===== src/hdl/ccot_pkg.sv =====
// ------------------------------------------------------------------------
// ccot_pkg
// Widths, micro-op encoding and microcode for the capsule overlap test.
// ------------------------------------------------------------------------
package ccot_pkg;

	localparam int COORD_W = 24;
	localparam int RAD_W   = 23;
	localparam int DIFF_W  = COORD_W + 1;
	localparam int OPW     = 52;
	localparam int ACC_W   = 104;
	localparam int Q_FRAC  = 16;
	localparam int Q_W     = Q_FRAC + 1;
	localparam int CHUNK_W = 16;
	localparam int MAX_CH  = 4;
	localparam int MAG_W   = CHUNK_W * MAX_CH;
	localparam int NCH_W   = 3;
	localparam int PC_W    = 6;
	localparam int SQ_W    = 48;
	localparam int SUM_LSB = 32;
	localparam int CNT_W   = 5;

	localparam logic [Q_W-1:0]  Q_ONE  = Q_W'(1) << Q_FRAC;
	localparam logic [SQ_W-1:0] SQ_MAX = {SQ_W{1'b1}};

	localparam logic [PC_W-1:0] L_TN  = PC_W'(32);
	localparam logic [PC_W-1:0] L_NEG = PC_W'(40);
	localparam logic [PC_W-1:0] L_GT  = PC_W'(42);
	localparam logic [PC_W-1:0] L_TFE = PC_W'(45);
	localparam logic [PC_W-1:0] L_FIN = PC_W'(47);

	typedef enum logic [4:0] {
		OP_D1X, OP_D1Y, OP_D1Z, OP_D2X, OP_D2Y, OP_D2Z, OP_RX, OP_RY, OP_RZ,
		OP_A, OP_B, OP_C, OP_E, OP_F, OP_S, OP_T, OP_ONE, OP_W0, OP_W1, OP_W2
	} opnd_t;

	typedef enum logic [2:0] {
		UK_MAC, UK_ST, UK_DIV, UK_BR, UK_JMP, UK_SET, UK_OUT
	} ukind_t;

	typedef enum logic [3:0] {
		DST_A, DST_B, DST_C, DST_E, DST_F, DST_N, DST_DN, DST_TD,
		DST_W0, DST_W1, DST_W2
	} dst_t;

	typedef enum logic [1:0] {DV_N_DN, DV_F_E, DV_NEGC_A, DV_BMC_A} dpair_t;

	typedef enum logic [2:0] {
		C_AE_ZERO, C_A_ZERO, C_E_ZERO, C_DN_ZERO, C_N_NEG, C_N_GT
	} cond_t;

	typedef enum logic {SET_CLEAR, SET_T_ONE} setk_t;

	typedef struct packed {
		ukind_t            kind;
		opnd_t             xs;
		opnd_t             ys;
		logic [NCH_W-1:0]  nch;
		logic              neg;
		logic              clr;
		dst_t              dst;
		dpair_t            dpair;
		logic              to_t;
		cond_t             cond;
		setk_t             setk;
		logic [PC_W-1:0]   tgt;
	} uop_t;

	typedef struct packed {
		logic              prep;
		logic              mac_go;
		opnd_t             xs;
		opnd_t             ys;
		logic [NCH_W-1:0]  nch;
		logic              neg;
		logic              clr;
		logic              st_go;
		dst_t              dst;
		logic              div_go;
		dpair_t            dpair;
		logic              div_wr;
		logic              to_t;
		logic              set_go;
		setk_t             setk;
		logic              out_go;
	} cmd_t;

	typedef struct packed {
		logic a_zero;
		logic e_zero;
		logic dn_zero;
		logic n_neg;
		logic n_gt;
		logic mac_done;
		logic div_done;
	} stat_t;

	function automatic uop_t u_nop();
		uop_t u;
		u = '{kind: UK_OUT, xs: OP_D1X, ys: OP_D1X, nch: NCH_W'(1), neg: 1'b0,
			clr: 1'b0, dst: DST_A, dpair: DV_N_DN, to_t: 1'b0, cond: C_AE_ZERO,
			setk: SET_CLEAR, tgt: '0};
		return u;
	endfunction

	function automatic uop_t u_mac(input opnd_t x, input opnd_t y, input int n,
			input logic ng, input logic cl);
		uop_t u;
		u = u_nop();
		u.kind = UK_MAC;
		u.xs = x;
		u.ys = y;
		u.nch = NCH_W'(n);
		u.neg = ng;
		u.clr = cl;
		return u;
	endfunction

	function automatic uop_t u_st(input dst_t d);
		uop_t u;
		u = u_nop();
		u.kind = UK_ST;
		u.dst = d;
		return u;
	endfunction

	function automatic uop_t u_div(input dpair_t p, input logic tt);
		uop_t u;
		u = u_nop();
		u.kind = UK_DIV;
		u.dpair = p;
		u.to_t = tt;
		return u;
	endfunction

	function automatic uop_t u_br(input cond_t c, input logic [PC_W-1:0] t);
		uop_t u;
		u = u_nop();
		u.kind = UK_BR;
		u.cond = c;
		u.tgt = t;
		return u;
	endfunction

	function automatic uop_t u_jmp(input logic [PC_W-1:0] t);
		uop_t u;
		u = u_nop();
		u.kind = UK_JMP;
		u.tgt = t;
		return u;
	endfunction

	function automatic uop_t u_set(input setk_t k);
		uop_t u;
		u = u_nop();
		u.kind = UK_SET;
		u.setk = k;
		return u;
	endfunction

	// Microcode: dot products, Cramer numerators, clamp and recompute of s,
	// then the squared distance of the closest points.
	function automatic uop_t ucode(input logic [PC_W-1:0] pc);
		uop_t u;
		u = u_nop();
		case (pc)
			6'd0:  u = u_mac(OP_D1X, OP_D1X, 2, 1'b0, 1'b1);
			6'd1:  u = u_mac(OP_D1Y, OP_D1Y, 2, 1'b0, 1'b0);
			6'd2:  u = u_mac(OP_D1Z, OP_D1Z, 2, 1'b0, 1'b0);
			6'd3:  u = u_st(DST_A);
			6'd4:  u = u_mac(OP_D2X, OP_D2X, 2, 1'b0, 1'b1);
			6'd5:  u = u_mac(OP_D2Y, OP_D2Y, 2, 1'b0, 1'b0);
			6'd6:  u = u_mac(OP_D2Z, OP_D2Z, 2, 1'b0, 1'b0);
			6'd7:  u = u_st(DST_E);
			6'd8:  u = u_mac(OP_D2X, OP_RX, 2, 1'b0, 1'b1);
			6'd9:  u = u_mac(OP_D2Y, OP_RY, 2, 1'b0, 1'b0);
			6'd10: u = u_mac(OP_D2Z, OP_RZ, 2, 1'b0, 1'b0);
			6'd11: u = u_st(DST_F);
			6'd12: u = u_mac(OP_D1X, OP_RX, 2, 1'b0, 1'b1);
			6'd13: u = u_mac(OP_D1Y, OP_RY, 2, 1'b0, 1'b0);
			6'd14: u = u_mac(OP_D1Z, OP_RZ, 2, 1'b0, 1'b0);
			6'd15: u = u_st(DST_C);
			6'd16: u = u_mac(OP_D1X, OP_D2X, 2, 1'b0, 1'b1);
			6'd17: u = u_mac(OP_D1Y, OP_D2Y, 2, 1'b0, 1'b0);
			6'd18: u = u_mac(OP_D1Z, OP_D2Z, 2, 1'b0, 1'b0);
			6'd19: u = u_st(DST_B);
			6'd20: u = u_set(SET_CLEAR);
			6'd21: u = u_br(C_AE_ZERO, L_FIN);
			6'd22: u = u_br(C_A_ZERO, L_TFE);
			6'd23: u = u_br(C_E_ZERO, L_NEG);
			6'd24: u = u_mac(OP_A, OP_E, 4, 1'b0, 1'b1);
			6'd25: u = u_mac(OP_B, OP_B, 4, 1'b1, 1'b0);
			6'd26: u = u_st(DST_DN);
			6'd27: u = u_mac(OP_B, OP_F, 4, 1'b0, 1'b1);
			6'd28: u = u_mac(OP_C, OP_E, 4, 1'b1, 1'b0);
			6'd29: u = u_st(DST_N);
			6'd30: u = u_br(C_DN_ZERO, L_TN);
			6'd31: u = u_div(DV_N_DN, 1'b0);
			6'd32: u = u_mac(OP_B, OP_S, 2, 1'b0, 1'b1);
			6'd33: u = u_mac(OP_F, OP_ONE, 2, 1'b0, 1'b0);
			6'd34: u = u_st(DST_N);
			6'd35: u = u_st(DST_TD);
			6'd36: u = u_br(C_N_NEG, L_NEG);
			6'd37: u = u_br(C_N_GT, L_GT);
			6'd38: u = u_div(DV_N_DN, 1'b1);
			6'd39: u = u_jmp(L_FIN);
			6'd40: u = u_div(DV_NEGC_A, 1'b0);
			6'd41: u = u_jmp(L_FIN);
			6'd42: u = u_set(SET_T_ONE);
			6'd43: u = u_div(DV_BMC_A, 1'b0);
			6'd44: u = u_jmp(L_FIN);
			6'd45: u = u_div(DV_F_E, 1'b1);
			6'd46: u = u_jmp(L_FIN);
			6'd47: u = u_mac(OP_RX, OP_ONE, 2, 1'b0, 1'b1);
			6'd48: u = u_mac(OP_D1X, OP_S, 2, 1'b0, 1'b0);
			6'd49: u = u_mac(OP_D2X, OP_T, 2, 1'b1, 1'b0);
			6'd50: u = u_st(DST_W0);
			6'd51: u = u_mac(OP_RY, OP_ONE, 2, 1'b0, 1'b1);
			6'd52: u = u_mac(OP_D1Y, OP_S, 2, 1'b0, 1'b0);
			6'd53: u = u_mac(OP_D2Y, OP_T, 2, 1'b1, 1'b0);
			6'd54: u = u_st(DST_W1);
			6'd55: u = u_mac(OP_RZ, OP_ONE, 2, 1'b0, 1'b1);
			6'd56: u = u_mac(OP_D1Z, OP_S, 2, 1'b0, 1'b0);
			6'd57: u = u_mac(OP_D2Z, OP_T, 2, 1'b1, 1'b0);
			6'd58: u = u_st(DST_W2);
			6'd59: u = u_mac(OP_W0, OP_W0, 3, 1'b0, 1'b1);
			6'd60: u = u_mac(OP_W1, OP_W1, 3, 1'b0, 1'b0);
			6'd61: u = u_mac(OP_W2, OP_W2, 3, 1'b0, 1'b0);
			default: u = u_nop();
		endcase
		return u;
	endfunction

endpackage


===== src/hdl/ccot_mac.sv =====
// ------------------------------------------------------------------------
// ccot_mac
// Shared signed multiply-accumulate, one 16-bit digit of y per cycle.
// ------------------------------------------------------------------------
module ccot_mac (
	input  logic                                  clk,
	input  logic                                  arst_n,
	input  logic                                  go,
	input  logic signed [ccot_pkg::OPW-1:0]       x,
	input  logic signed [ccot_pkg::OPW-1:0]       y,
	input  logic [ccot_pkg::NCH_W-1:0]            nch,
	input  logic                                  neg,
	input  logic                                  clr,
	output logic signed [ccot_pkg::ACC_W-1:0]     acc,
	output logic                                  done
);
	localparam int PROD_W = ccot_pkg::OPW + ccot_pkg::CHUNK_W;

	logic                                busy_q;
	logic [ccot_pkg::NCH_W-1:0]          cnt_q;
	logic [ccot_pkg::OPW-1:0]            xm_q;
	logic [ccot_pkg::MAG_W-1:0]          ym_q;
	logic [ccot_pkg::ACC_W-1:0]          pp_q;
	logic                                sgn_q;
	logic signed [ccot_pkg::ACC_W-1:0]   acc_q;

	logic [ccot_pkg::OPW-1:0]            x_mag;
	logic [ccot_pkg::OPW-1:0]            y_mag;
	logic [ccot_pkg::MAG_W-1:0]          y_ext;
	logic [ccot_pkg::MAG_W-1:0]          y_al;
	logic [PROD_W-1:0]                   prod;
	logic [ccot_pkg::ACC_W-1:0]          pp_next;

	assign x_mag = x[ccot_pkg::OPW-1] ? (~x + 1'b1) : x;
	assign y_mag = y[ccot_pkg::OPW-1] ? (~y + 1'b1) : y;
	assign y_ext = {{(ccot_pkg::MAG_W - ccot_pkg::OPW){1'b0}}, y_mag};

	// left-align the used digits so the top digit goes first
	always_comb begin
		case (nch)
			3'd1: y_al = y_ext << (3 * ccot_pkg::CHUNK_W);
			3'd2: y_al = y_ext << (2 * ccot_pkg::CHUNK_W);
			3'd3: y_al = y_ext << ccot_pkg::CHUNK_W;
			default: y_al = y_ext;
		endcase
	end

	assign prod = {{ccot_pkg::CHUNK_W{1'b0}}, xm_q}
		* {{ccot_pkg::OPW{1'b0}}, ym_q[ccot_pkg::MAG_W-1 -: ccot_pkg::CHUNK_W]};
	assign pp_next = {pp_q[ccot_pkg::ACC_W-ccot_pkg::CHUNK_W-1:0], {ccot_pkg::CHUNK_W{1'b0}}}
		+ {{(ccot_pkg::ACC_W - PROD_W){1'b0}}, prod};

	assign done = busy_q && (cnt_q == '0);
	assign acc  = acc_q;

	always_ff @(posedge clk or negedge arst_n) begin
		if (!arst_n) begin
			busy_q <= 1'b0;
			cnt_q  <= '0;
			xm_q   <= '0;
			ym_q   <= '0;
			pp_q   <= '0;
			sgn_q  <= 1'b0;
			acc_q  <= '0;
		end else if (go) begin
			busy_q <= 1'b1;
			cnt_q  <= nch;
			xm_q   <= x_mag;
			ym_q   <= y_al;
			pp_q   <= '0;
			sgn_q  <= x[ccot_pkg::OPW-1] ^ y[ccot_pkg::OPW-1] ^ neg;
			if (clr) begin
				acc_q <= '0;
			end
		end else if (busy_q) begin
			if (cnt_q != '0) begin
				pp_q  <= pp_next;
				ym_q  <= ym_q << ccot_pkg::CHUNK_W;
				cnt_q <= cnt_q - 1'b1;
			end else begin
				acc_q  <= sgn_q ? (acc_q - $signed(pp_q)) : (acc_q + $signed(pp_q));
				busy_q <= 1'b0;
			end
		end
	end

endmodule


===== config.mk =====
export PLATFORM = sky130hd
export DESIGN_NAME = ccot_mac
export DESIGN_NICKNAME = d
export VERILOG_FILES = /design/src/hdl/ccot_pkg.sv /design/src/hdl/ccot_mac.sv
export SDC_FILE = /design/constraint.sdc
export NUM_CORES = 2
export LEC_CHECK = 0
export ABC_AREA = 1
export BUFFER_PORTS_ARGS = -buffer_cell sky130_fd_sc_hd__buf_2
export CAP_MARGIN = 20
export CELL_PAD_IN_SITES_DETAIL_PLACEMENT = 0
export CELL_PAD_IN_SITES_GLOBAL_PLACEMENT = 2
export CORE_MARGIN = 3
export CORE_UTILIZATION = 39
export DETAILED_ROUTE_END_ITERATION = 10
export PLACE_DENSITY_LB_ADDON = 0.3
export SETUP_SLACK_MARGIN = 0.05
export SLEW_MARGIN = 20
export SYNTH_ARGS = -nofsm -noshare
export SYNTH_HDL_FRONTEND = slang
export SYNTH_SLANG_ARGS = --single-unit
export TNS_END_PERCENT = 30

===== constraint.sdc =====
create_clock -name clk -period 10 [get_ports clk]
set_input_delay 0.5 -clock clk [delete_from_list [all_inputs] [get_ports clk]]
set_output_delay 0.5 -clock clk [all_outputs]
set_load 0.02 [all_outputs]

==> impl_metrics.csv <==
group,metric,value,unit
run_status,status,"complete, no violations",
clocking,path_clk_slew,0.06,ns
die,fp.coreArea,159000,um2
grt,grt_pass1_wl,416,mm
logic_synthesis,synth.distinct_cells,54,
sta,setup_violations,0,
flow_run,cap_violations,0,
worst_setup_path,cp.arrival,8.60,ns
logic_synthesis,synth_top_area_cell,"fa_1",
worst_setup_path,critPathKind,"reg -> reg",
logic_synthesis,synth_edf_count,0,
clocking,ctsHoldBuffers,1,
clocking,clk_latency,0.70,ns
grt,grt_max_degree,73,
die,fp-row-count,146,
grt,overflow,0,
clocking,ctsHtreeMaxLevel,2,
finish,finish.utilization,42.5,%
drt,drt_first_pass_iters,8,
drt,wl,282,mm
drt,drc,0,
die,start_util,39.4,%
clocking,root_buffer,"clkbuf_16",
sta,rsz0062_at_grt,"false",
worst_setup_path,worst_path_largest_cell_delay,0.98,ns
placement,gp_congestion,1.01,
worst_setup_path,endpoint_kind,"flip-flop",
clocking,cts_setup_buffers,0,
worst_setup_path,crit_slowest_cell,"dfrtp_2",
sta,maxSlewViolCount,0,
clocking,cts_sinks,329,
die,die_x,407,um
sta,finClkSkew,0.0398,ns
worst_setup_path,cp-start-kind,"flip-flop",
finish,area_delta_synth_final,7.89,%
logic_synthesis,netlist_area,62700,um2
clocking,cts_made_buffers,52,
worst_setup_path,crit_chain,"buf_4, nand2_1, fa_1, inv_1, fa_1, fa_1, fa_1, fa_1, inv_1, fa_1, inv_1, ha_1, nand2_1, nor2_1, nand2_1, nor2_1, inv_1, nor3_2, a21oi_1, nand2_1, nand2_1, o22ai_1",
logic_synthesis,synth_area_leaders,"fa_1 24%, nand2_1 20%, inv_1 14%",
logic_synthesis,yosysWarnings,0,
finish,fillCellCount,17500,
finish,nNetsFinal,11100,
drt,wl_per_cell,23.1,um
logic_synthesis,avgSynthCellArea,6.30,um2
grt,grt_use_total,34.2,%
die,die_h,407,um
worst_setup_path,cp_max_fo,36,
worst_setup_path,crit_buf_inv,5,
worst_setup_path,cp.required,10.59,ns
die,ios,217,
grt,antenna_found_initial,5,
logic_synthesis,synth_top_cell_area_share,24.0,%
sta,relSlewSlack,27.3,%
clocking,post_cts_resized,0,
placement,io_buffers,216,
drt,num_vias,62600,
placement,hpwl,238,mm
drt,drt-initial-drc-count,5016,
worst_setup_path,path_delay_family,"adder cells",
logic_synthesis,synthFlopType,"dfrtp_1",
logic_synthesis,async_flop_share,100,%
sta,tightestPinTransition,1.09,ns
sta,post-route-period-util,80.1,%
logic_synthesis,ys_seq_area_share,13.1,%
logic_synthesis,synth_nets,11100,
sta,finalHoldViolCount,0,
die,dieArea,166000,um2
logic_synthesis,ys_seq_elements,329,
sta,period_needed,8.01,ns
worst_hold_path,hold_class,"in -> reg",
grt,grt_pass1_vias,63200,
worst_setup_path,crit_path_frequent_cell,"fa_1",
sta,fin_tns_setup,0,ns
drt,viasPerCell,5.14,
clocking,cts_buffer_depth,3,
sta,fmax,125,MHz
drt,ant_nets,0,
clocking,tritoncts,"yes",
finish,drive_above_1_share,5.25,%
logic_synthesis,synthCells,9962,
[state kept, by name (all words and copies together) (netlist names)]
signal	count
xm_q	52
pp_q	104
busy_q	1
ym_q	64
cnt_q	3
sgn_q	1
acc	104
[final timing paths]
| check | from | to | slack (ns) | cells after the start |
|---|---|---|---|---|
| worst max-delay path | ym_q[59] | pp_q[59] | 1.99 | 22 |
| worst min-delay path | nch[2] | cnt_q[2] | 0.08 | 3 |
| worst max register to register | ym_q[59] | pp_q[59] | 1.99 | 22 |
| worst min register to register | ym_q[29] | ym_q[29] | 0.48 | 2 |
| max in group asynchronous | arst_n | ym_q[57] | 7.06 | 4 |
| min in group asynchronous | arst_n | acc[0] | 0.43 | 2 |
[cells in the mapped netlist (32+ instances only)]
cell	number
inv_1	2361
nor2_1	764
nor3_1	70
nand4_1	108
a21oi_1	302
dfrtp_1	329
o21ai_0	372
o21bai_1	32
nand3_1	434
xor2_1	137
o22ai_1	36
ha_1	264
fa_1	751
clkbuf_1	285
nand2_1	3343
[layer usage]
metal | vias up | track usage (%) | wire length (um)
met5 | - | 0 | 0
met2 | 2148 | 55.8 | 128000
met1 | 30400 | 44.6 | 120000
li1 | 29500 | - | -
met3 | 476 | 4.27 | 16500
met4 | 0 | 17.2 | 17200
[cells by family (layout without fill, tap and decap cells)]
logic type,Yosys count,count (layout),share of synthesized area [%]
flops,329,329,13.1
other cells,0,6,0
buf+inv,2700,2763,16.2
fa+ha+maj,1015,1015,29.2
compound gates,860,860,7.43
simple gates,4896,4896,31.7
xor+xnor,162,162,2.26
[cell type report]
cell class / count / area, um2 / share of cell area [%]
Antenna cell: 6 / 15.0 / 0.0222
Inverter: 2377 / 8930 / 13.2
Clock inverter: 33 / 385 / 0.569
Clock buffer: 65 / 1420 / 2.10
Sequential cell: 329 / 8250 / 12.2
Tap cell: 2146 / 2690 / 3.97
Timing Repair Buffer: 288 / 1640 / 2.42
Multi-Input combinational cell: 6933 / 44400 / 65.5
[tightest hold or removal path: cells and delay by family]
| family | cells | cell delay (ns) |
|---|---|---|
| buffers and inverters | 1 | 0.11 |
| AND/OR/NAND/NOR | 1 | 0.06 |
| AO/OA/AOI/OAI | 1 | 0.06 |
[cells in the final DEF (no fill, tap or decap), types with 137 or more instances in the layout]
cell and instances:
ha_1 264, inv_1 2360, nand2_1 3341, o21ai_0 372
a21oi_1 301, nand3_1 434, fa_1 751, nor2_1 764
buf_2 214, xor2_1 137, dfrtp_1 313
[stage by stage]
stage / std cells / cell area (um2) / hold WS (ns) / setup WS [ns]
floorplan: 9962 / 62700 / 0.204 / 4.32
global placement: 12100 / 65800 / 0.460 / 1.88
detailed placement: 12100 / 65800 / 0.463 / 2.16
CTS: 12200 / 67700 / 0.0386 / 2.13
global route: 12200 / 67700 / 0.0735 / 1.86
finish: 12200 / 67700 / 0.0844 / 1.99
Power is left out: the tool's default activity adds up to more than one toggle a clock period on the data nets, which glitch-free logic cannot reach.
