### src/hdl/ccot_pkg.sv
// ------------------------------------------------------------------------
// ccot_pkg
// Widths, micro-op encoding and microcode for the capsule overlap test.
// ------------------------------------------------------------------------
package ccot_pkg;

	localparam int COORD_W = 24;
	localparam int RAD_W   = 23;
	localparam int DIFF_W  = COORD_W + 1;
	localparam int OPW     = 52;
	localparam int ACC_W   = 104;
	localparam int Q_FRAC  = 16;
	localparam int Q_W     = Q_FRAC + 1;
	localparam int CHUNK_W = 16;
	localparam int MAX_CH  = 4;
	localparam int MAG_W   = CHUNK_W * MAX_CH;
	localparam int NCH_W   = 3;
	localparam int PC_W    = 6;
	localparam int SQ_W    = 48;
	localparam int SUM_LSB = 32;
	localparam int CNT_W   = 5;

	localparam logic [Q_W-1:0]  Q_ONE  = Q_W'(1) << Q_FRAC;
	localparam logic [SQ_W-1:0] SQ_MAX = {SQ_W{1'b1}};

	localparam logic [PC_W-1:0] L_TN  = PC_W'(32);
	localparam logic [PC_W-1:0] L_NEG = PC_W'(40);
	localparam logic [PC_W-1:0] L_GT  = PC_W'(42);
	localparam logic [PC_W-1:0] L_TFE = PC_W'(45);
	localparam logic [PC_W-1:0] L_FIN = PC_W'(47);

	typedef enum logic [4:0] {
		OP_D1X, OP_D1Y, OP_D1Z, OP_D2X, OP_D2Y, OP_D2Z, OP_RX, OP_RY, OP_RZ,
		OP_A, OP_B, OP_C, OP_E, OP_F, OP_S, OP_T, OP_ONE, OP_W0, OP_W1, OP_W2
	} opnd_t;

	typedef enum logic [2:0] {
		UK_MAC, UK_ST, UK_DIV, UK_BR, UK_JMP, UK_SET, UK_OUT
	} ukind_t;

	typedef enum logic [3:0] {
		DST_A, DST_B, DST_C, DST_E, DST_F, DST_N, DST_DN, DST_TD,
		DST_W0, DST_W1, DST_W2
	} dst_t;

	typedef enum logic [1:0] {DV_N_DN, DV_F_E, DV_NEGC_A, DV_BMC_A} dpair_t;

	typedef enum logic [2:0] {
		C_AE_ZERO, C_A_ZERO, C_E_ZERO, C_DN_ZERO, C_N_NEG, C_N_GT
	} cond_t;

	typedef enum logic {SET_CLEAR, SET_T_ONE} setk_t;

	typedef struct packed {
		ukind_t            kind;
		opnd_t             xs;
		opnd_t             ys;
		logic [NCH_W-1:0]  nch;
		logic              neg;
		logic              clr;
		dst_t              dst;
		dpair_t            dpair;
		logic              to_t;
		cond_t             cond;
		setk_t             setk;
		logic [PC_W-1:0]   tgt;
	} uop_t;

	typedef struct packed {
		logic              prep;
		logic              mac_go;
		opnd_t             xs;
		opnd_t             ys;
		logic [NCH_W-1:0]  nch;
		logic              neg;
		logic              clr;
		logic              st_go;
		dst_t              dst;
		logic              div_go;
		dpair_t            dpair;
		logic              div_wr;
		logic              to_t;
		logic              set_go;
		setk_t             setk;
		logic              out_go;
	} cmd_t;

	typedef struct packed {
		logic a_zero;
		logic e_zero;
		logic dn_zero;
		logic n_neg;
		logic n_gt;
		logic mac_done;
		logic div_done;
	} stat_t;

	function automatic uop_t u_nop();
		uop_t u;
		u = '{kind: UK_OUT, xs: OP_D1X, ys: OP_D1X, nch: NCH_W'(1), neg: 1'b0,
			clr: 1'b0, dst: DST_A, dpair: DV_N_DN, to_t: 1'b0, cond: C_AE_ZERO,
			setk: SET_CLEAR, tgt: '0};
		return u;
	endfunction

	function automatic uop_t u_mac(input opnd_t x, input opnd_t y, input int n,
			input logic ng, input logic cl);
		uop_t u;
		u = u_nop();
		u.kind = UK_MAC;
		u.xs = x;
		u.ys = y;
		u.nch = NCH_W'(n);
		u.neg = ng;
		u.clr = cl;
		return u;
	endfunction

	function automatic uop_t u_st(input dst_t d);
		uop_t u;
		u = u_nop();
		u.kind = UK_ST;
		u.dst = d;
		return u;
	endfunction

	function automatic uop_t u_div(input dpair_t p, input logic tt);
		uop_t u;
		u = u_nop();
		u.kind = UK_DIV;
		u.dpair = p;
		u.to_t = tt;
		return u;
	endfunction

	function automatic uop_t u_br(input cond_t c, input logic [PC_W-1:0] t);
		uop_t u;
		u = u_nop();
		u.kind = UK_BR;
		u.cond = c;
		u.tgt = t;
		return u;
	endfunction

	function automatic uop_t u_jmp(input logic [PC_W-1:0] t);
		uop_t u;
		u = u_nop();
		u.kind = UK_JMP;
		u.tgt = t;
		return u;
	endfunction

	function automatic uop_t u_set(input setk_t k);
		uop_t u;
		u = u_nop();
		u.kind = UK_SET;
		u.setk = k;
		return u;
	endfunction

	// Microcode: dot products, Cramer numerators, clamp and recompute of s,
	// then the squared distance of the closest points.
	function automatic uop_t ucode(input logic [PC_W-1:0] pc);
		uop_t u;
		u = u_nop();
		case (pc)
			6'd0:  u = u_mac(OP_D1X, OP_D1X, 2, 1'b0, 1'b1);
			6'd1:  u = u_mac(OP_D1Y, OP_D1Y, 2, 1'b0, 1'b0);
			6'd2:  u = u_mac(OP_D1Z, OP_D1Z, 2, 1'b0, 1'b0);
			6'd3:  u = u_st(DST_A);
			6'd4:  u = u_mac(OP_D2X, OP_D2X, 2, 1'b0, 1'b1);
			6'd5:  u = u_mac(OP_D2Y, OP_D2Y, 2, 1'b0, 1'b0);
			6'd6:  u = u_mac(OP_D2Z, OP_D2Z, 2, 1'b0, 1'b0);
			6'd7:  u = u_st(DST_E);
			6'd8:  u = u_mac(OP_D2X, OP_RX, 2, 1'b0, 1'b1);
			6'd9:  u = u_mac(OP_D2Y, OP_RY, 2, 1'b0, 1'b0);
			6'd10: u = u_mac(OP_D2Z, OP_RZ, 2, 1'b0, 1'b0);
			6'd11: u = u_st(DST_F);
			6'd12: u = u_mac(OP_D1X, OP_RX, 2, 1'b0, 1'b1);
			6'd13: u = u_mac(OP_D1Y, OP_RY, 2, 1'b0, 1'b0);
			6'd14: u = u_mac(OP_D1Z, OP_RZ, 2, 1'b0, 1'b0);
			6'd15: u = u_st(DST_C);
			6'd16: u = u_mac(OP_D1X, OP_D2X, 2, 1'b0, 1'b1);
			6'd17: u = u_mac(OP_D1Y, OP_D2Y, 2, 1'b0, 1'b0);
			6'd18: u = u_mac(OP_D1Z, OP_D2Z, 2, 1'b0, 1'b0);
			6'd19: u = u_st(DST_B);
			6'd20: u = u_set(SET_CLEAR);
			6'd21: u = u_br(C_AE_ZERO, L_FIN);
			6'd22: u = u_br(C_A_ZERO, L_TFE);
			6'd23: u = u_br(C_E_ZERO, L_NEG);
			6'd24: u = u_mac(OP_A, OP_E, 4, 1'b0, 1'b1);
			6'd25: u = u_mac(OP_B, OP_B, 4, 1'b1, 1'b0);
			6'd26: u = u_st(DST_DN);
			6'd27: u = u_mac(OP_B, OP_F, 4, 1'b0, 1'b1);
			6'd28: u = u_mac(OP_C, OP_E, 4, 1'b1, 1'b0);
			6'd29: u = u_st(DST_N);
			6'd30: u = u_br(C_DN_ZERO, L_TN);
			6'd31: u = u_div(DV_N_DN, 1'b0);
			6'd32: u = u_mac(OP_B, OP_S, 2, 1'b0, 1'b1);
			6'd33: u = u_mac(OP_F, OP_ONE, 2, 1'b0, 1'b0);
			6'd34: u = u_st(DST_N);
			6'd35: u = u_st(DST_TD);
			6'd36: u = u_br(C_N_NEG, L_NEG);
			6'd37: u = u_br(C_N_GT, L_GT);
			6'd38: u = u_div(DV_N_DN, 1'b1);
			6'd39: u = u_jmp(L_FIN);
			6'd40: u = u_div(DV_NEGC_A, 1'b0);
			6'd41: u = u_jmp(L_FIN);
			6'd42: u = u_set(SET_T_ONE);
			6'd43: u = u_div(DV_BMC_A, 1'b0);
			6'd44: u = u_jmp(L_FIN);
			6'd45: u = u_div(DV_F_E, 1'b1);
			6'd46: u = u_jmp(L_FIN);
			6'd47: u = u_mac(OP_RX, OP_ONE, 2, 1'b0, 1'b1);
			6'd48: u = u_mac(OP_D1X, OP_S, 2, 1'b0, 1'b0);
			6'd49: u = u_mac(OP_D2X, OP_T, 2, 1'b1, 1'b0);
			6'd50: u = u_st(DST_W0);
			6'd51: u = u_mac(OP_RY, OP_ONE, 2, 1'b0, 1'b1);
			6'd52: u = u_mac(OP_D1Y, OP_S, 2, 1'b0, 1'b0);
			6'd53: u = u_mac(OP_D2Y, OP_T, 2, 1'b1, 1'b0);
			6'd54: u = u_st(DST_W1);
			6'd55: u = u_mac(OP_RZ, OP_ONE, 2, 1'b0, 1'b1);
			6'd56: u = u_mac(OP_D1Z, OP_S, 2, 1'b0, 1'b0);
			6'd57: u = u_mac(OP_D2Z, OP_T, 2, 1'b1, 1'b0);
			6'd58: u = u_st(DST_W2);
			6'd59: u = u_mac(OP_W0, OP_W0, 3, 1'b0, 1'b1);
			6'd60: u = u_mac(OP_W1, OP_W1, 3, 1'b0, 1'b0);
			6'd61: u = u_mac(OP_W2, OP_W2, 3, 1'b0, 1'b0);
			default: u = u_nop();
		endcase
		return u;
	endfunction

endpackage

### src/hdl/ccot_div.sv
// ------------------------------------------------------------------------
// ccot_div
// Clamped quotient num/den in unsigned Q1.16, restoring, one bit a cycle.
// ------------------------------------------------------------------------
module ccot_div (
	input  logic                                  clk,
	input  logic                                  arst_n,
	input  logic                                  go,
	input  logic signed [ccot_pkg::ACC_W-1:0]     num,
	input  logic signed [ccot_pkg::ACC_W-1:0]     den,
	output logic [ccot_pkg::Q_W-1:0]              q,
	output logic                                  done
);
	logic                                busy_q;
	logic                                chk_q;
	logic [ccot_pkg::CNT_W-1:0]          cnt_q;
	logic signed [ccot_pkg::ACC_W-1:0]   rem_q;
	logic signed [ccot_pkg::ACC_W-1:0]   den_q;
	logic [ccot_pkg::Q_W-1:0]            q_q;

	logic signed [ccot_pkg::ACC_W-1:0]   shl;
	logic signed [ccot_pkg::ACC_W-1:0]   trial;
	logic signed [ccot_pkg::ACC_W-1:0]   diff;
	logic                                le0;
	logic                                ge;

	assign shl   = {rem_q[ccot_pkg::ACC_W-2:0], 1'b0};
	assign trial = shl - den_q;
	assign diff  = rem_q - den_q;
	assign le0   = rem_q[ccot_pkg::ACC_W-1] || (rem_q == '0);
	assign ge    = !diff[ccot_pkg::ACC_W-1];

	assign done = busy_q && ((chk_q && (le0 || ge)) || (!chk_q && (cnt_q == 5'd1)));
	assign q    = q_q;

	always_ff @(posedge clk or negedge arst_n) begin
		if (!arst_n) begin
			busy_q <= 1'b0;
			chk_q  <= 1'b0;
			cnt_q  <= '0;
			rem_q  <= '0;
			den_q  <= '0;
			q_q    <= '0;
		end else if (go) begin
			busy_q <= 1'b1;
			chk_q  <= 1'b1;
			rem_q  <= num;
			den_q  <= den;
			q_q    <= '0;
		end else if (busy_q) begin
			if (chk_q) begin
				if (le0) begin
					q_q    <= '0;
					busy_q <= 1'b0;
				end else if (ge) begin
					q_q    <= ccot_pkg::Q_ONE;
					busy_q <= 1'b0;
				end else begin
					chk_q <= 1'b0;
					cnt_q <= ccot_pkg::CNT_W'(ccot_pkg::Q_FRAC);
				end
			end else begin
				rem_q <= trial[ccot_pkg::ACC_W-1] ? shl : trial;
				q_q   <= {q_q[ccot_pkg::Q_W-2:0], !trial[ccot_pkg::ACC_W-1]};
				cnt_q <= cnt_q - 1'b1;
				if (cnt_q == 5'd1) begin
					busy_q <= 1'b0;
				end
			end
		end
	end

endmodule

### config.mk
export PLATFORM = sky130hd
export DESIGN_NAME = ccot_div
export DESIGN_NICKNAME = d
export VERILOG_FILES = /design/src/hdl/ccot_pkg.sv /design/src/hdl/ccot_div.sv
export SDC_FILE = /design/constraint.sdc
export NUM_CORES = 1
export LEC_CHECK = 0
export ABC_AREA = 1
export CORE_ASPECT_RATIO = 2
export CORE_UTILIZATION = 60
export DETAILED_ROUTE_END_ITERATION = 7
export DONT_BUFFER_PORTS = 1
export PLACE_DENSITY_LB_ADDON = 0.3
export SLEW_MARGIN = 40
export SYNTH_ARGS = -nofsm -noshare
export SYNTH_HDL_FRONTEND = slang
export SYNTH_SLANG_ARGS = --single-unit
### constraint.sdc
create_clock -name clk -period 2.2 [get_ports clk]
set_input_delay 0.44 -clock clk [delete_from_list [all_inputs] [get_ports clk]]
set_output_delay 0.44 -clock clk [all_outputs]
set_load 0.05 [all_outputs]
==> results of run 1 <==
cell usage after synthesis (all sizes together):
cell type / count
nand2: 1677
inv: 734
nor2: 511
nand3: 275
dfrtp: 232
ha: 206
o21ai: 144
a21oi: 135
clkbuf: 63
nand4: 59
xor2: 48
buf: 38
o22ai: 31
nor4: 27
o21bai: 25
nor3: 19
nand3b: 15
a21boi: 7
o21a: 6
and2: 4
xnor2: 3
a21o: 2
and3: 2
clkinv: 2
a22oi: 1
a31oi: 1
fa: 1
nand2b: 1
or2: 1
stage by stage:
stage / setup TNS (ps) / utilization / cell area, um2 / hold WS, ps / std cells
detailed placement: -96360 / 0.769 / 31000 / 151 / 5391
floorplan: -9450 / - / 25400 / 144 / 4270
global placement: -80740 / 0.769 / 31000 / 148 / 5391
CTS: -74870 / 0.829 / 33400 / -428 / 5484
cell families after synthesis:
family | Yosys count
DFF | 232
AOI/OAI and AO/OA | 352
and+or+nand+nor | 2591
adders and majority gates | 207
buffers and inverters | 837
xor gates and xnor gates | 51
timing repair:
item                                   4_1_cts
resized for setup                          274
endpoints found under the hold margin      236
buffers inserted                            35
hold buffers                                 2
setup endpoints to repair                  129
pin swaps                                   45
cloned                                      19
routing by layer:
metal  overflow  GRT usage
met1          0      0.595
met2          6      0.947
met3          0      0.299
met4          6      0.778
met5          0     0.0125
==> flow_metrics.py, run 1 <==
metrics = {
    "run_status": {
        "outcome.stop_stage": "5_1_grt",
        "status": "aborted with a tool error",
        "error_line": "[ERROR GRT-0116] Global routing finished with congestion. Check the congestion regions in the DRC Viewer.",
    },
    "yosys": {
        "synth_simple_gate_area_frac": 0.430,
        "synth_top_area_cell": "nand2_1",
        "syn_avg_cell_area_um2": 5.77,
        "synthXorXnorAreaFrac": 0.0181,
        "synth_top_family_by_area": "simple AND/OR/NAND/NOR gates",
        "synthCells": 4270,
        "synth_area_leaders": "nand2_1 25%, dfrtp_1 24%, inv_1 11%, ha_1 10%, nor2_1 7.5%",
        "synth_compound_area_frac": 0.0784,
        "synth_seq_area_share": 0.236,
        "ys_seq_elements": 232,
        "mappedNetlistArea_um2": 24600,
        "synthesis.nets": 4688,
        "synthAdderAreaFrac": 0.106,
        "synthMuxAreaShare": 0,
        "yosysUniqueCellTypes": 48,
        "yosysTopAreaCellShare": 0.253,
        "ys_warn_count": 0,
    },
    "clocking": {
        "clock-root-buffer": "clkbuf_16",
        "numCtsBuffers": 21,
        "cts_num_sinks": 232,
        "h-tree-depth": 1,
        "ctsLongestPathBuffers": 3,
    },
    "place": {
        "portBuffers": 0,
        "place_hpwl_um": 85300,
        "globalplace.congestion": 1.16,
        "place_ws_ps": -1410,
    },
    "floorplan": {
        "die_x_um": 145,
        "rows": 104,
        "initial_utilization": 0.610,
        "die_height_um": 288,
        "io_pins": 229,
    },
    "grt": {
        "grt_pass1_vias": 36600,
        "grt.total_usage": 0.637,
        "overflow": 12,
        "grt_max_degree": 233,
        "grt_pass1_wl_um": 202000,
    },
}
==> run 2: changes to the inputs <==
--- a/config.mk
+++ b/config.mk
@@ -6,11 +6,10 @@
 export NUM_CORES = 1
 export LEC_CHECK = 0
 export ABC_AREA = 1
-export CORE_ASPECT_RATIO = 2
-export CORE_UTILIZATION = 60
+export CORE_UTILIZATION = 40
 export DETAILED_ROUTE_END_ITERATION = 7
 export DONT_BUFFER_PORTS = 1
-export PLACE_DENSITY_LB_ADDON = 0.3
+export PLACE_DENSITY_LB_ADDON = 0.15
 export SLEW_MARGIN = 40
 export SYNTH_ARGS = -nofsm -noshare
 export SYNTH_HDL_FRONTEND = slang
==> constraint.sdc (replaced) <==
create_clock -name clk -period 2.9 [get_ports clk]
set_input_delay 0.58 -clock clk [delete_from_list [all_inputs] [get_ports clk]]
set_output_delay 0.58 -clock clk [all_outputs]
set_load 0.05 [all_outputs]
==> flow_metrics.py, run 2 <==
metrics = {
    "yosys": {
        "synth_seq_area_share": 0.236,
        "synth_area_leaders": "nand2_1 25%, dfrtp_1 24%, inv_1 11%, ha_1 10%, nor2_1 7.5%",
        "synth_most_common_cell": "nand2_1",
        "synth-edff-count": 0,
        "ys_warn_count": 0,
        "ys_top_cells_by_count": "1659 x nand2_1, 723 x inv_1, 493 x nor2_1, 272 x nand3_1, 232 x dfrtp_1",
        "synthCells": 4270,
        "yosysUniqueCellTypes": 48,
        "yosys_most_used_dff": "dfrtp_1",
        "syn_avg_cell_area_um2": 5.77,
        "synthesis.nets": 4688,
        "mappedNetlistArea_um2": 24600,
        "synth_top_area_cell": "nand2_1",
        "ys_seq_elements": 232,
        "yosysTopAreaCellShare": 0.253,
        "ys_async_sr_fraction": 1.00,
    },
    "clocking": {
        "numCtsBuffers": 28,
        "cts_tree": "built",
        "h-tree-depth": 1,
        "clkLatencyLatePin_ps": 610,
        "cts_num_sinks": 232,
        "clkTransAtPathRegs_ps": 70,
        "ctsLongestPathBuffers": 3,
        "clock-root-buffer": "clkbuf_16",
    },
    "floorplan": {
        "initial_utilization": 0.406,
        "io_pins": 229,
        "dieArea_um2": 62500,
        "rows": 90,
        "die_x_um": 250,
        "die_height_um": 250,
        "core_area_um2": 60600,
    },
    "place": {
        "globalplace.congestion": 1.05,
        "place_hpwl_um": 80000,
        "dp.cells": 5405,
        "place_ws_ps": -395,
        "portBuffers": 0,
    },
    "detailed_routing": {
        "dr.pass1.iters": 5,
        "ant_nets": 0,
        "wl_per_cell_um": 18.2,
        "initialDrtViolationCount": 2094,
        "drt_wl_total_um": 100000,
        "vias": 27500,
        "route.detailed.drc": 0,
        "vias_per_cell": 5.00,
    },
    "power_and_ir_drop": {
        "power_uw": 29700,
        "peakVddDrop_mv": 0.471,
        "power_density_nw_per_um2": 958,
        "p_leak_uw": 0.0178,
    },
    "timing": {
        "worst_slack_ps": -675,
        "fin_crit_sh": 1.23,
        "max_freq_mhz": 280,
        "drv_slew": 0,
        "slew_headroom": 0.500,
        "hold-worst-slack_ps": -287,
        "finClkSkew_ps": 43.7,
        "hold_viol_final": 232,
        "setup_violations": 59,
        "rsz0062_at_grt": "true",
        "fin_tns_setup_ps": -2080,
        "tightest_slew_ps": 747,
        "min_period_ps": 3580,
    },
    "final_layout": {
        "n_fill_cell": 6449,
        "mostFrequentLayoutCell": "nand2_1",
        "areaGrowthSynthToFinish_pct": 26.0,
        "final_cells": 5503,
        "fin_nets": 5116,
        "final_layout_size_suffix_gt1_frac": 0.161,
        "layout_common_cells": "1608 x nand2_1, 715 x inv_1, 468 x buf_4",
    },
    "grt": {
        "grt.total_usage": 0.304,
        "overflow": 0,
        "antenna_found_initial": 1,
        "grt_pass1_vias": 25800,
        "grt_pass1_wl_um": 148000,
        "grt_max_degree": 233,
    },
    "worst_setup_path": {
        "cp_data_arrival_time_ps": 3000,
        "crit_family": "simple AND/OR/NAND/NOR gates",
        "critPathMaxStageDelay_ps": 430,
        "path_depth": 13,
        "path_cells": "ha_1 -> a21oi_1 -> nand2_1 -> a21oi_4 -> nor2_1 -> nor2_1 -> nand2_2 -> nand2_4 -> nand3_4 -> nand2_4 -> nand2_4 -> a21oi_4 -> buf_12",
        "worstPathMaxFanout": 5,
        "crit_slowest_cell": "dfrtp_1",
        "crit_buf_inv": 1,
        "rrSetupSlack_ps": -60,
        "end_kind": "primary output",
        "r2r_cells": 18,
        "cp_common_cell": "nand2_4",
        "required_ps": 2320,
        "critPathKind": "register to primary output",
        "critPathLaunchType": "register",
    },
    "worst_hold_path": {
        "hold_path.class": "primary input to asynchronous set/reset pin",
    },
    "flow_run": {
        "drv_cap": 0,
    },
    "run_status": {
        "violations": "negative hold slack, negative setup slack",
        "status": "complete, but fails checks",
    },
}
run 2: cell counts after synthesis:
No cell type changed its count.
run 2: worst reg2reg max path: cells and delay by family, from the launching register on:
kind | cells | cell delay [ps]
simple gates | 12 | 1100
buf+inv | 3 | 560
compound gates | 2 | 450
flops | 1 | 380
fa+ha+maj | 1 | 350
run 2: area by class of cell:
class                   instances  area (um2)  area share
well taps                     782         978      0.0315
inverters                     736        2770      0.0892
repair buffers                498        4150       0.134
clock inverters                14         148     0.00476
clock buffers                  38         788      0.0254
diodes                          1        2.50   0.0000807
multi-input cells            3202       16400       0.528
flip-flops and latches        232        5810       0.187
run 2: cells by family after synthesis:
logic type / Yosys count / synth area share
XOR/XNOR: 51 / 0.0181
AND/OR/NAND/NOR: 2591 / 0.430
flip-flops: 232 / 0.236
adder cells (fa/ha/maj): 207 / 0.106
AO/OA/AOI/OAI: 352 / 0.0784
buffers and inverters: 837 / 0.132
run 2: power breakdown:
| group | total (uW) | leakage (uW) | switching [uW] | internal [uW] |
|---|---|---|---|---|
| Sequential | 4660 | 0.00280 | 705 | 3950 |
| Combinational | 21500 | 0.0145 | 13000 | 8500 |
| Clock | 3610 | 0.000459 | 1520 | 2090 |
| Total | 29700 | 0.0178 | 15200 | 14500 |
run 2: repair_timing:
| item | CTS | global route |
|---|---|---|
| setup buffers | 18 | 23 |
| pin swaps | 29 | 29 |
| gates cloned | 0 | 11 |
| endpoints found under the setup margin | 72 | 127 |
| hold endpoints to repair | 232 | 232 |
| gates resized for setup | 43 | 150 |
run 2: path summary, 6_finish.rpt:
check | start | end
min in group clk | den[98] | den_q[98]$_DFFE_PN0P_
min | arst_n | den_q[33]$_DFFE_PN0P_
max in group asynchronous | arst_n | rem_q[84]$_DFFE_PN0P_
max | rem_q[2]$_DFFE_PN0P_ | done
min reg2reg | cnt_q[4]$_DFFE_PN0P_ | cnt_q[4]$_DFFE_PN0P_
max reg2reg | rem_q[51]$_DFFE_PN0P_ | rem_q[39]$_DFFE_PN0P_
run 2: routing by layer:
| layer | part of all wire | wire length, um | vias to the layer above | global-route usage |
|---|---|---|---|---|
| li1 | - | - | 14000 | - |
| met1 | 0.46 | 46300 | 12500 | 0.434 |
| met2 | 0.44 | 44200 | 798 | 0.490 |
| met3 | 0.065 | 6540 | 129 | 0.0339 |
| met4 | 0.030 | 3040 | 0 | 0.0712 |
| met5 | 0 | 0 | - | 0 |
run 2: per-stage QoR:
stage / cell area (um2) / util
detailed placement: 28700 / 0.474
global placement: 28700 / 0.474
CTS: 29900 / 0.494
floorplan: 24600 / -
finish: 31000 / 0.512
global route: 31000 / 0.512
Note: power is estimated with default switching activity, not from simulation.
